File: src/hdl/llj_pkg.sv
`timescale 1ns / 1ps
// ----------------------------------------------------------------------------
// llj_pkg
// shared widths, constants and types of the least-loaded job dispatcher
// ----------------------------------------------------------------------------
package llj_pkg;

  localparam int DUR_W           = 32;
  localparam int JOB_W           = 32;
  localparam int LOAD_W          = 48;
  localparam int IDX_OUT_W       = 4;
  localparam int CNT_W           = 5;
  localparam int DEF_MAX_WORKERS = 16;

  localparam int IN_TDATA_W  = 32;
  localparam int OUT_TDATA_W = 88;

  localparam logic [CNT_W-1:0]  CNT_RESET = 5'd16;
  localparam logic [LOAD_W-1:0] LOAD_MAX  = {LOAD_W{1'b1}};
  localparam logic [JOB_W-1:0]  JOB_MAX   = {JOB_W{1'b1}};
  localparam logic [JOB_W-1:0]  JOB_FIRST = 32'd1;

  typedef enum logic [1:0] {
    ST_IDLE,
    ST_SCAN,
    ST_WRITE
  } state_t;

  typedef struct packed {
    logic [IDX_OUT_W-1:0] worker_index;
    logic [JOB_W-1:0]     job_number;
    logic [LOAD_W-1:0]    new_load;
  } res_t;

  typedef struct packed {
    logic vld;
    res_t res;
  } disp_t;

endpackage

File: src/hdl/llj_ram.sv
`timescale 1ns / 1ps
// ----------------------------------------------------------------------------
// llj_ram
// generic single-write, single-read ram with registered read data
// ----------------------------------------------------------------------------
module llj_ram #(
  parameter int WIDTH = 48,
  parameter int DEPTH = 16
) (
  input  logic                     clk,
  input  logic                     wr_en,
  input  logic [$clog2(DEPTH)-1:0] wr_addr,
  input  logic [WIDTH-1:0]         wr_data,
  input  logic                     rd_en,
  input  logic [$clog2(DEPTH)-1:0] rd_addr,
  output logic [WIDTH-1:0]         rd_data
);

  logic [WIDTH-1:0] mem [DEPTH];
  logic [WIDTH-1:0] rd_data_r;

  always_ff @(posedge clk) begin
    if (wr_en) begin
      mem[wr_addr] <= wr_data;
    end
    if (rd_en) begin
      rd_data_r <= mem[rd_addr];
    end
  end

  assign rd_data = rd_data_r;

endmodule

File: src/hdl/llj_ctrl.sv
`timescale 1ns / 1ps
// ----------------------------------------------------------------------------
// llj_ctrl
// per-job sequencer: scans worker loads from the load ram, keeps the running
// minimum, then writes back the saturated new load and issues the result
// ----------------------------------------------------------------------------
module llj_ctrl
  import llj_pkg::*;
#(
  parameter int MAX_WORKERS = DEF_MAX_WORKERS,
  localparam int IDX_W = $clog2(MAX_WORKERS)
) (
  input  logic              clk,
  input  logic              rst_n,
  input  logic              in_tvalid,
  output logic              in_tready,
  input  logic [DUR_W-1:0]  in_dur,
  input  logic [IDX_W-1:0]  last_idx,
  input  logic              out_free,
  output disp_t             disp,
  output logic              mem_rd_en,
  output logic [IDX_W-1:0]  mem_rd_addr,
  input  logic [LOAD_W-1:0] mem_rd_data,
  output logic              mem_wr_en,
  output logic [IDX_W-1:0]  mem_wr_addr,
  output logic [LOAD_W-1:0] mem_wr_data
);

  state_t                  state_r, state_nxt;
  logic [DUR_W-1:0]        dur_r, dur_nxt;
  logic [IDX_W-1:0]        rd_idx_r, rd_idx_nxt;
  logic                    rd_vld_r, rd_vld_nxt;
  logic [IDX_W-1:0]        best_idx_r, best_idx_nxt;
  logic [LOAD_W-1:0]       best_load_r, best_load_nxt;
  logic [JOB_W-1:0]        job_r, job_nxt;
  logic [MAX_WORKERS-1:0]  valid_r, valid_nxt;

  logic [LOAD_W-1:0]       cur_load;
  logic                    take;
  logic [IDX_W-1:0]        next_addr;
  logic [LOAD_W:0]         sum;
  logic [LOAD_W-1:0]       new_load;

  // entries never written read as zero
  assign cur_load  = rd_vld_r ? mem_rd_data : '0;
  assign take      = (rd_idx_r == '0) || (cur_load < best_load_r);
  assign next_addr = IDX_W'(rd_idx_r + 1'b1);
  assign sum       = {1'b0, best_load_r} + (LOAD_W + 1)'(dur_r);
  assign new_load  = (sum >= {1'b0, LOAD_MAX}) ? LOAD_MAX : sum[LOAD_W-1:0];

  always_ff @(posedge clk) begin
    if (!rst_n) begin
      state_r <= ST_IDLE;
      job_r   <= JOB_FIRST;
      valid_r <= '0;
    end else begin
      state_r <= state_nxt;
      job_r   <= job_nxt;
      valid_r <= valid_nxt;
    end
  end

  always_ff @(posedge clk) begin
    dur_r       <= dur_nxt;
    rd_idx_r    <= rd_idx_nxt;
    rd_vld_r    <= rd_vld_nxt;
    best_idx_r  <= best_idx_nxt;
    best_load_r <= best_load_nxt;
  end

  always_comb begin
    state_nxt     = state_r;
    dur_nxt       = dur_r;
    rd_idx_nxt    = rd_idx_r;
    rd_vld_nxt    = rd_vld_r;
    best_idx_nxt  = best_idx_r;
    best_load_nxt = best_load_r;
    job_nxt       = job_r;
    valid_nxt     = valid_r;
    in_tready     = 1'b0;
    mem_rd_en     = 1'b0;
    mem_rd_addr   = '0;
    mem_wr_en     = 1'b0;
    mem_wr_addr   = best_idx_r;
    mem_wr_data   = new_load;
    disp.vld                 = 1'b0;
    disp.res.worker_index    = IDX_OUT_W'(best_idx_r);
    disp.res.job_number      = job_r;
    disp.res.new_load        = new_load;
    case (state_r)
      ST_IDLE: begin
        in_tready = 1'b1;
        if (in_tvalid) begin
          dur_nxt     = in_dur;
          mem_rd_en   = 1'b1;
          mem_rd_addr = '0;
          rd_idx_nxt  = '0;
          rd_vld_nxt  = valid_r[0];
          state_nxt   = ST_SCAN;
        end
      end
      ST_SCAN: begin
        if (take) begin
          best_idx_nxt  = rd_idx_r;
          best_load_nxt = cur_load;
        end
        if (rd_idx_r == last_idx) begin
          state_nxt = ST_WRITE;
        end else begin
          mem_rd_en   = 1'b1;
          mem_rd_addr = next_addr;
          rd_idx_nxt  = next_addr;
          rd_vld_nxt  = valid_r[next_addr];
        end
      end
      ST_WRITE: begin
        if (out_free) begin
          mem_wr_en             = 1'b1;
          valid_nxt[best_idx_r] = 1'b1;
          disp.vld              = 1'b1;
          if (job_r != JOB_MAX) begin
            job_nxt = job_r + 1'b1;
          end
          state_nxt = ST_IDLE;
        end
      end
      default: begin
        state_nxt = ST_IDLE;
      end
    endcase
  end

endmodule

File: src/hdl/least_loaded_job_dispatcher.sv
`timescale 1ns / 1ps
// ----------------------------------------------------------------------------
// least_loaded_job_dispatcher
// greedy list scheduler: each job goes to the active worker with the least
// accumulated load, lowest index on ties
//
// in channel: one beat per job, in_tdata carries the job duration. out
// channel: one beat per job with worker index, job number and new load.
// cfg_wr_en / cfg_wr_data set the number of active workers (0 acts as 1,
// values above MAX_WORKERS act as MAX_WORKERS); write only while idle.
// the loads are read one per cycle from the load ram through one shared
// comparator, then the write state adds the duration and writes the load
// back, and the idle state takes the next job; a new job is accepted only
// after the last one has been written back.
// in_tready is high only between jobs. a finished result sits in the output
// register; the next job can be accepted and scanned while it waits, and is
// held before write-back until the output register frees up.
// reset clears all loads (per-entry valid bits), sets the job counter to 1
// and the worker count to 16.
// ----------------------------------------------------------------------------
module least_loaded_job_dispatcher
  import llj_pkg::*;
#(
  parameter int MAX_WORKERS = DEF_MAX_WORKERS
) (
  input  logic                   clk,
  input  logic                   rst_n,
  input  logic                   in_tvalid,
  output logic                   in_tready,
  input  logic [IN_TDATA_W-1:0]  in_tdata,    // job_duration
  output logic                   out_tvalid,
  input  logic                   out_tready,
  output logic [OUT_TDATA_W-1:0] out_tdata,   // worker_index, job_number, new_load, pad
  input  logic                   cfg_wr_en,
  input  logic [CNT_W-1:0]       cfg_wr_data
);

  localparam int IDX_W = $clog2(MAX_WORKERS);

  logic [CNT_W-1:0]  cnt_r;
  logic [IDX_W-1:0]  last_idx;
  logic              out_valid_r;
  res_t              out_res_r;
  logic              out_free;
  disp_t             disp;
  logic              mem_rd_en;
  logic [IDX_W-1:0]  mem_rd_addr;
  logic [LOAD_W-1:0] mem_rd_data;
  logic              mem_wr_en;
  logic [IDX_W-1:0]  mem_wr_addr;
  logic [LOAD_W-1:0] mem_wr_data;

  always_ff @(posedge clk) begin
    if (!rst_n) begin
      cnt_r <= CNT_RESET;
    end else if (cfg_wr_en) begin
      cnt_r <= cfg_wr_data;
    end
  end

  always_comb begin
    if (cnt_r == '0) begin
      last_idx = '0;
    end else if (32'(cnt_r) > MAX_WORKERS) begin
      last_idx = IDX_W'(MAX_WORKERS - 1);
    end else begin
      last_idx = IDX_W'(cnt_r - 1'b1);
    end
  end

  assign out_free = !out_valid_r || out_tready;

  llj_ctrl #(
    .MAX_WORKERS(MAX_WORKERS)
  ) u_ctrl (
    .clk        (clk),
    .rst_n      (rst_n),
    .in_tvalid  (in_tvalid),
    .in_tready  (in_tready),
    .in_dur     (in_tdata[DUR_W-1:0]),
    .last_idx   (last_idx),
    .out_free   (out_free),
    .disp       (disp),
    .mem_rd_en  (mem_rd_en),
    .mem_rd_addr(mem_rd_addr),
    .mem_rd_data(mem_rd_data),
    .mem_wr_en  (mem_wr_en),
    .mem_wr_addr(mem_wr_addr),
    .mem_wr_data(mem_wr_data)
  );

  llj_ram #(
    .WIDTH(LOAD_W),
    .DEPTH(MAX_WORKERS)
  ) u_load_ram (
    .clk    (clk),
    .wr_en  (mem_wr_en),
    .wr_addr(mem_wr_addr),
    .wr_data(mem_wr_data),
    .rd_en  (mem_rd_en),
    .rd_addr(mem_rd_addr),
    .rd_data(mem_rd_data)
  );

  always_ff @(posedge clk) begin
    if (!rst_n) begin
      out_valid_r <= 1'b0;
    end else if (disp.vld) begin
      out_valid_r <= 1'b1;
    end else if (out_tready) begin
      out_valid_r <= 1'b0;
    end
  end

  always_ff @(posedge clk) begin
    if (disp.vld) begin
      out_res_r <= disp.res;
    end
  end

  assign out_tvalid = out_valid_r;
  assign out_tdata  = {{(OUT_TDATA_W - LOAD_W - JOB_W - IDX_OUT_W){1'b0}},
                       out_res_r.new_load, out_res_r.job_number,
                       out_res_r.worker_index};

`ifndef ASSERT_OFF
  a_accept_then_busy: assert property (@(posedge clk) disable iff (!rst_n)
    in_tvalid && in_tready |=> !in_tready)
    else $error("input accepted on consecutive cycles");

  a_result_slot_free: assert property (@(posedge clk) disable iff (!rst_n)
    disp.vld |-> (!out_valid_r || out_tready))
    else $error("result issued into a full output register");

  a_job_nonzero: assert property (@(posedge clk) disable iff (!rst_n)
    disp.vld |-> (disp.res.job_number != '0))
    else $error("job number zero");

  a_no_read_on_write: assert property (@(posedge clk) disable iff (!rst_n)
    mem_wr_en |-> !mem_rd_en && !in_tready)
    else $error("load write overlaps a scan read");
`endif

endmodule

File: config.mk
export PLATFORM = sky130hd
export DESIGN_NAME = least_loaded_job_dispatcher
export DESIGN_NICKNAME = d
export VERILOG_FILES = /design/src/hdl/llj_pkg.sv /design/src/hdl/llj_ram.sv /design/src/hdl/llj_ctrl.sv /design/src/hdl/least_loaded_job_dispatcher.sv
export SDC_FILE = /design/constraint.sdc
export NUM_CORES = 1
export LEC_CHECK = 0
export ABC_AREA = 0
export BUFFER_PORTS_ARGS = -buffer_cell sky130_fd_sc_hd__buf_4
export CORE_MARGIN = 2
export CORE_UTILIZATION = 50
export CTS_BUF_LIST = sky130_fd_sc_hd__clkbuf_8
export DETAILED_ROUTE_END_ITERATION = 12
export GPL_TIMING_DRIVEN = 0
export PLACE_DENSITY = 0.71
export SLEW_MARGIN = 10
export SYNTH_ARGS = -nofsm -noshare
export SYNTH_HDL_FRONTEND = slang
export SYNTH_HIERARCHICAL = 1
export SYNTH_SLANG_ARGS = --single-unit
File: constraint.sdc
create_clock -name clk -period 7.45 [get_ports clk]
set_input_delay 0.745 -clock clk [delete_from_list [all_inputs] [get_ports clk]]
set_output_delay 0.745 -clock clk [all_outputs]
set_load 0.005 [all_outputs]
-- After elaboration in Yosys (flattened, before gate mapping)
Memory sizes are Yosys's and may differ from the RTL's. A register that Yosys moved wholly into a read port is not among the register bits.
Index checks and enable logic that the tools add are counted.
- logic and storage cells: 78
- memories kept: 1
- output and inout bits: 90
- input port bits: 42
- bits in registers: 229
- bits in writable memories: 768
- memory list (name ; depth ; bits a word ; rd ports ; clocked after memory_dff ; write ports ; line ; RTL):
    u_load_ram.mem ; 16 ; 48 ; 1 ; 1 ; 1 ; llj_ram.sv:19 ; logic [WIDTH-1:0] mem [DEPTH];
- bitwise logic cells: 1
- add/subtract/negate cells: 4
- reduce and logical (&&, ||, !) cells: 15
- $lt $le $gt $ge: 6
- muxes and demuxes: 30
- eq/ne operators: 8
- operators with widths (cell ; number):
    $mux 48 ; 2
    $add 48x32->49 ; 1
    $ge 49x48->1 const B ; 1
    $lt 48x48->1 ; 1
    $add 32x1->32 const B ; 1
    $ne 32x32->1 const B ; 1
    $mux 4 ; 6
    $or 16x16->16 ; 1
    $mux 1 ; 13
    $lt 4x5->1 const B ; 2
    $reduce_and 3->1 ; 3
    $pmux 4 s2 ; 1
    $mux 2 ; 3
    $ne 2x2->1 const B ; 3
    $pmux 2 s3 ; 1
    $reduce_and 2->1 ; 3
    $gt 5x5->1 const B ; 1
    $logic_not 5->1 ; 1
    $add 4x1->4 const B ; 1
    $bmux 1 s4 ; 1
    $demux 1 s4 ; 1
    $eq 4x4->1 ; 1
    $ge 4x1->1 const B ; 1
    $logic_not 4->1 ; 1
    other kinds (10) ; 13

-- Logic depth before layout (Yosys ltp)
Gate-level depths: netlist of run 1.
- word-level depth: 6
- depth in mapped cells: 15
- depth with buffers taken out: 12

-- Modules after synthesis
The synthesis of run 1 kept the hierarchy.
- modules (own cells, without submodules) (module ; area an instance (µm²) ; times used ; cells each ; seq. area each (µm²)):
    llj_ram ; 30171.4 ; 1 ; 1242 ; 24503.5
    llj_ctrl ; 9451.6 ; 1 ; 1002 ; 3673.5
    least_loaded_job_dispatcher ; 2892.8 ; 1 ; 128 ; 2642.5

-- Worst setup path after synthesis of run 1
No wires, ideal clock.
- kind: flip-flop to flip-flop
- from: reg u_ctrl.rd_vld_r
- to: reg u_ctrl.best_load_r[0], enable pin
- required time: 6910 ps
- cell stages (with the launch flop): 12
- data arrival time: 6086 ps
- clock period less this slack: 6626 ps
- setup time: 540 ps
- slack: 824 ps
- buffers on the path: 2
- path through: edfxtp_1 clkbuf_1 clkbuf_1 and2_1 ha_1 a21o_1 a2111oi_0 nand3_1 o21ai_0 o211ai_1 a221o_1 a211oi_1
- word-level cells in the longest chain between the ends: 4
- ends and longest elaborated chain (what ; line ; RTL):
    start, declared ; llj_ctrl.sv:32 ; logic rd_vld_r, rd_vld_nxt;
    start signal, assigned ; llj_ctrl.sv:66 ; rd_vld_r <= rd_vld_nxt;
    $mux 48 ; llj_ctrl.sv:45 ; assign cur_load = rd_vld_r ? mem_rd_data : '0;
    net u_ctrl.cur_load[14] ; llj_ctrl.sv:38 ; logic [LOAD_W-1:0] cur_load;
    $lt 48x48->1 ; llj_ctrl.sv:46 ; assign take = (rd_idx_r == '0) || (cur_load < best_load_r);
    $logic_or 1x1->1 ; llj_ctrl.sv:46 ;
    $reduce_and 2->1 (no source line) ; - ;
    end signal, assigned ; llj_ctrl.sv:68 ; best_load_r <= best_load_nxt;
    end, declared ; llj_ctrl.sv:34 ; logic [LOAD_W-1:0] best_load_r, best_load_nxt;
The timed path passes the listed nets, and every way through them passes these cells.
A chain may end at the register's enable or synchronous reset.

-- Final worst setup path of run 1
- from: reg u_ctrl.rd_vld_r
- to: reg u_ctrl.best_load_r[7], enable pin
The elaborated chain is that of the path after synthesis.

==> results of run 1 <==
==> routing by layer <==
| metal | global-route usage | share of wire | vias up |
|---|---|---|---|
| li1 | - | - | 10100 |
| met1 | 0.339 | 0.40 | 12300 |
| met2 | 0.400 | 0.48 | 1265 |
| met3 | 0.0513 | 0.091 | 230 |
| met4 | 0.0884 | 0.032 | 0 |
| met5 | 0 | 0 | - |
==> metrics by stage <==
stage	setup TNS, ns	util
after floorplan	0	-
after global placement	-720.56	0.535
after detailed placement	0	0.548
after CTS	0	0.586
after global routing	0	0.587
final	0	0.587
==> path summary, 6_finish.rpt <==
| check | start | depth (start not counted) | slack [ns] | to |
|---|---|---|---|---|
| setup / recovery | u_ctrl/rd_vld_r | 13 | 1.65 | u_ctrl/best_load_r[7] |
| hold / removal | in_tdata[15] | 1 | 0.08 | u_ctrl/dur_r[15] |
| setup reg to reg | u_ctrl/rd_vld_r | 13 | 1.65 | u_ctrl/best_load_r[7] |
| hold reg to reg | u_ctrl/valid_r[2] | 1 | 0.47 | u_ctrl/valid_r[2] |
==> cell type report <==
type / count / area, um^2
Antenna cell: 2 / 5.00
Buffer: 147 / 850
Clock buffer: 169 / 2330
Clock inverter: 137 / 872
Fill cell: 6110 / 34700
Inverter: 78 / 293
Multi-Input combinational cell: 1105 / 10700
Sequential cell: 1045 / 30800
Tap cell: 1134 / 1420
Timing Repair Buffer: 188 / 1950
==> cell usage in the layout (no fill, tap or decap), drive strengths merged, types with 5 or more instances in the layout <==
| cell type | instances |
|---|---|
| a22oi | 98 |
| a21o | 21 |
| a211oi | 11 |
| or2 | 5 |
| and2 | 71 |
| ha | 83 |
| nand3 | 29 |
| edfxtp | 989 |
| nor2 | 69 |
| o21a | 24 |
| nor3 | 21 |
| nand3b | 7 |
| o21ai | 50 |
| clkinv | 72 |
| xnor2 | 36 |
| nand2b | 15 |
| nor2b | 21 |
| mux2i | 12 |
| bufinv | 8 |
| mux4 | 197 |
| a21oi | 53 |
| nor4 | 9 |
| or3 | 24 |
| dfxtp | 56 |
| and3 | 7 |
| nand2 | 121 |
| buf | 290 |
| clkbuf | 214 |
| xor2 | 20 |
| nand4 | 31 |
| inv | 132 |
| a21boi | 11 |
| and4 | 6 |
==> sequential cells by signal, summed over array words and instances (netlist names) <==
name                cells
cnt_r                   5
out_tdata              84
out_tvalid              1
u_ctrl/best_load_r     48
u_ctrl/dur_r           32
u_ctrl/job_r           32
u_ctrl/mem_wr_addr      4
u_ctrl/rd_idx_r         4
u_ctrl/rd_vld_r         1
u_ctrl/state_r          2
u_ctrl/valid_r         16
u_load_ram/mem        768
u_load_ram/rd_data     48
==> kinds of logic (layout without fill, tap and decap cells) <==
| family | count (synthesis) | after routing | share of synthesized area |
|---|---|---|---|
| xor gates and xnor gates | 56 | 56 | 0.0115 |
| DFF | 1045 | 1045 | 0.725 |
| and+or+nand+nor | 446 | 446 | 0.0549 |
| muxes | 211 | 211 | 0.108 |
| AOI/OAI and AO/OA | 304 | 304 | 0.0492 |
| adders and majority gates | 84 | 84 | 0.0249 |
| other | 1 | 6 | 0.0000882 |
| buffers and inverters | 225 | 719 | 0.0268 |
==> power breakdown <==
part	leakage [nW]	internal (W)	switching, W
sequential	9.51	0.00687	0.0000625
combinational	5.56	0.000604	0.00109
clock	1.80	0.00243	0.00229
==> key figures, run 1 <==
Finish
  • Cell Count, Final, Fillers Out: 4,005
  • Final nets: 2,856
  • Final instance area: 49,200 um^2
  • Share of cells above drive strength 1: 0.253
  • Synth-to-Final Area Change: 15.8%

Synthesis
  • Synth async-reset ratio: 0
  • Yosys top cell by area: edfxtp_1
  • Sequential-to-total area share from yosys stat: 0.725
  • Post-Synthesis Cells: 2,372
  • Mapped Area: 42,500 um^2
  • Number of synthesized register bits: 1,045
  • EDFF count, synth: 989
  • Dominant cells by area after synthesis: edfxtp_1 70%, mux4_2 10%, dfxtp_1 2.6%
  • Synth cell count leaders: 989 x edfxtp_1, 197 x mux4_2, 121 x nand2_1
  • Synth top area share: 0.699
  • Avg Synthesized Cell Area: 17.9 um^2
  • Netlist cell types: 68
  • Ys Warns: 6
  • Most used DFF post-synth: edfxtp_1
  • Cell with the most instances after synthesis: edfxtp_1

Critical path
  • Worst endpoint data arrival time: 6.33 ns
  • Critical path endpoint category: flip-flop
  • Setup CP Type: reg2reg
  • CP max-delay cell: clkbuf_1
  • Worst path required time: 7.97 ns
  • CP cell instances: clkbuf_1 -> clkbuf_1 -> and2_1 -> ha_1 -> a21o_1 -> a2111oi_0 -> nor3_1 -> o21ai_0 -> o211ai_1 -> a221o_1 -> a211oi_4 -> buf_8 -> buf_8
  • Crit path max fanout: 14
  • Buf/Inv on CP: 4
  • CP max stage delay: 0.84 ns
  • CP startpoint kind: flip-flop
  • Top delay family on crit path: compound AO/OA/AOI/OAI gates

Global routing
  • First-pass GRT wire length: 156,000 um
  • Pin count of the biggest net entering global routing: 86
  • Vias in the first global route: 24,100
  • Total track usage: 0.249
  • Initial antenna violation count: 3
  • Gr ovfl total: 0

Placement
  • Placement Setup Slack: 1.84 ns
  • IO buf count: 126
  • Gpl congestion: 0.898
  • Cells after DPL: 3,697
  • Placed Area: 46,000 um^2
  • Post-DP HPWL: 71,600 um

Timing
  • Hold_ws: 0.0823 ns
  • Setup violators final: 0
  • Max Clock Freq: 172 MHz
  • Final Hold Vio Count: 0
  • Setup ws final: 1.65 ns
  • Worst-Margin Slew: 1.27 ns
  • Worst slew margin: 0.151
  • Final worst path period share: 0.779
  • RSZ-0062 raised after global routing: false
  • Clock Skews: 0.0553 ns
  • Fin. max-slew vios: 0
  • Post-layout minimum cycle time: 5.80 ns

Job
  • Maxcap violations: 0

CTS
  • Max H-tree Level: 4
  • Worst skew pair latency: 0.85 ns
  • Setup bufs post-CTS: 0
  • CTS clk-pin slew, worst paths: 0.06 ns
  • Cts hold-fix bufs: 0
  • Clk root buf: clkbuf_8
  • CTS sink cnt: 1,045
  • Clock Path Buffers: 3
  • Post-CTS resize count: 0
  • TritonCTS Buffers: 165
  • Clock tree from TritonCTS: built

Die
  • Die width: 296 um
  • IO Pins: 132
  • Die Footprint: 87,400 um^2
  • CORE AREA: 84,000 um^2
  • FP Rows: 106
  • Die height: 296 um
  • Initial core utilization: 0.506

Power and ir drop
  • P_leak: 16.9 nW
  • Power, Total: 0.0133 W
  • Worst vdd ir: 0.000189 V
  • Power per cell area: 271 nW/um^2

Detailed routing
  • Final antenna-violating net count: 0
  • Detailed Route WL: 107,000 um
  • Starting DRC count in detailed routing: 2,708
  • Pre-Repair DR Iteration Count: 5
  • Mean number of vias per cell: 5.97
  • Wirelength per Cell: 26.8 um
  • Drt drc: 0
  • Via count: 23,900

Run status
  • Run status: finished, final reports clean

Worst hold path
  • Min-Delay Path Class: in2reg
(Power assumes the default switching activity.)
==> inputs of run 2 (changes only) <==
PLACE_DENSITY = 0.74   (was 0.71)
clock period = 5.14 ns   (was 7.45 ns; I/O delays follow)
==> run 2 against run 1 <==
  * Count of clock-buffer cells in the layout is 3 lower
  * Routed wire length is 1.4% lower
  * Sequential share of layout area is 0.15 points lower
  * Combinational power is 47% higher
  * Sequential power is 44% higher
==> key figures, run 2 (synthesis results as in run 1) <==
Run status
  • Run status: finished, final reports clean

Die
  • CORE AREA: 84,000 um^2 (unchanged)
  • Die height: 296 um (unchanged)
  • IO Pins: 132 (unchanged)
  • Die width: 296 um (unchanged)
  • Initial core utilization: 0.506 (unchanged)
  • Die Footprint: 87,400 um^2 (unchanged)
  • FP Rows: 106 (unchanged)

CTS
  • Clock Path Buffers: 3 (unchanged)
  • TritonCTS Buffers: 163 (-1.2%)
  • CTS sink cnt: 1,045 (unchanged)
  • Max H-tree Level: 4 (unchanged)
  • Clk root buf: clkbuf_8
  • CTS clk-pin slew, worst paths: 0.06 ns (about the same)
  • Worst skew pair latency: 0.84 ns (about the same)
  • Clock tree from TritonCTS: built

Finish
  • Largest register by flop count: u_load_ram/mem
  • Commonest non-fill, non-tap cell in the layout: edfxtp_1
  • Most frequent cells in the layout: 989 x edfxtp_1, 216 x buf_4, 197 x mux4_2
  • Final nets: 2,891 (+1.2%)
  • Share of cells above drive strength 1: 0.250 (-0.00287)
  • # fillers: 6,046 (-1.0%)
  • Area of the multi-input gates: 10,700 um^2 (about the same)
  • Max FFs per register: 768 (unchanged)
  • Total area of sequential cells: 30,800 um^2 (unchanged)
  • Synth-to-Final Area Change: 16.1%
  • Core Util, Final: 0.588 (+0.00137)
  • Final instance area: 49,400 um^2 (+0.23%)

Global routing
  • Pin count of the biggest net entering global routing: 86 (unchanged)
  • Total track usage: 0.246 (-0.00276)
  • First-pass GRT wire length: 155,000 um (-0.28%)
  • Vias in the first global route: 24,500 (+1.7%)
  • Gr ovfl total: 0 (unchanged)
  • Initial antenna violation count: 3 (unchanged)

Placement
  • IO buf count: 126 (unchanged)
  • Post-DP HPWL: 69,700 um (-2.6%)
  • Gpl congestion: 0.919 (+2.3%)
  • Placement Setup Slack: -0.756 ns (-2.60 ns)
  • Placed Area: 45,900 um^2 (-0.35%)

Detailed routing
  • Starting DRC count in detailed routing: 2,857 (+5.5%)
  • Detailed Route WL: 106,000 um (-1.4%)
  • Via count: 24,200 (+1.4%)
  • Final antenna-violating net count: 0 (unchanged)
  • Wirelength per Cell: 26.3 um (-1.9%)
  • Mean number of vias per cell: 6.02 (+0.87%)
  • Pre-Repair DR Iteration Count: 6 (+1)
  • Drt drc: 0 (unchanged)

Critical path
  • Setup CP Type: reg2reg
  • Crit path max fanout: 16 (+2)
  • Worst path required time: 5.69 ns (-2.28 ns)
  • Worst endpoint data arrival time: 5.59 ns (-0.74 ns)
  • Critical path endpoint category: flip-flop
  • CP startpoint kind: flip-flop
  • Worst r2r path cells: 12 (-1)

Job
  • Maxcap violations: 0 (unchanged)

Power and ir drop
  • P_leak: 16.9 nW (+0.26%)
  • Power per cell area: 386 nW/um^2 (+43%)
  • Worst vdd ir: 0.000227 V (+21%)

Timing
  • Setup ws final: 0.106 ns (-1.54 ns)
  • Worst slew margin: 0.178 (+0.0270)
  • Final Hold Vio Count: 0 (unchanged)
  • Fin. max-slew vios: 0 (unchanged)
  • Final worst path period share: 0.979 (+0.200)
  • RSZ-0062 raised after global routing: false
  • Post-route setup TNS: 0 ns (unchanged)
  • Post-layout minimum cycle time: 5.03 ns (-0.771 ns)
  • Max Clock Freq: 199 MHz (+15%)
  • Worst-Margin Slew: 1.23 ns (-0.0405 ns)
  • Setup violators final: 0 (unchanged)
  • Clock Skews: 0.0456 ns (-0.00972 ns)

Worst hold path
  • Hold depth: 5 (+4)
  • Min-Delay Path Class: in2reg
-- run 2: layout make-up --
class / instances / share of cell area
clock buffers: 166 / 0.0463
flip-flops and latches: 1045 / 0.624
diodes: 2 / 0.000101
inverters: 78 / 0.00593
repair buffers: 225 / 0.0455
clock inverters: 124 / 0.0146
well taps: 1134 / 0.0287
plain buffers: 147 / 0.0173
multi-input cells: 1105 / 0.217
-- run 2: worst paths after layout --
path                         startpoint                    end  slack, ns
setup / recovery  u_ctrl/best_load_r[0]  u_load_ram/mem[6][34]       0.11
hold / removal               out_tready      u_ctrl/state_r[1]       0.21
setup reg to reg  u_ctrl/best_load_r[0]  u_load_ram/mem[6][34]       0.11
hold reg to reg       u_ctrl/valid_r[3]      u_ctrl/valid_r[3]       0.46
-- run 2: report_power, final --
| group | leakage (nW) | switching (W) | internal [W] | total [W] |
|---|---|---|---|---|
| sequential | 9.51 | 0.0000887 | 0.00996 | 0.0100 |
| clock | 1.71 | 0.00326 | 0.00329 | 0.00655 |
| combinational | 5.69 | 0.00158 | 0.000896 | 0.00248 |
-- run 2: critical path: stages (launching register included) --
cell	delay, ns
edfxtp_1	0.40
ha_1	0.26
fa_1	0.44
a21oi_1	0.24
nand4b_1	0.30
a21oi_1	0.22
a211oi_2	0.56
nor4_1	0.17
o2111ai_1	0.27
buf_2	0.36
clkbuf_1	0.74
nand3_1	0.46
buf_4	0.33
-- run 2: stage by stage --
stage / power, W / cells / hold slack [ns]
floorplan: 0.0118 / 2375 / 0.432
global placement: 0.0125 / 3635 / 0.442
detailed placement: 0.0126 / 3688 / 0.454
CTS: 0.0192 / 4024 / 0.150
global route: 0.0197 / 4025 / 0.207
finish: 0.0191 / 4026 / 0.212
-- run 2: metal layers --
layer  vias to the layer above  GRT usage  routed length (um)
met2                      1391      0.403               51700
met1                     12400      0.331               41100
met5                         -          0                   0
met3                       229     0.0473                9770
met4                         0     0.0856                3170
li1                      10200          -                   -
-- run 2: what timing repair did --
| action | in CTS | in global routing |
|---|---|---|
| hold endpoints to repair | 38 | 0 |
| pin swaps | 1 | 0 |
| buffers inserted | 2 | 0 |
| gates cloned | 0 | 0 |
| gates resized for setup | 3 | 1 |
| hold buffers | 44 | 0 |
| endpoints found under the setup margin | 52 | 126 |
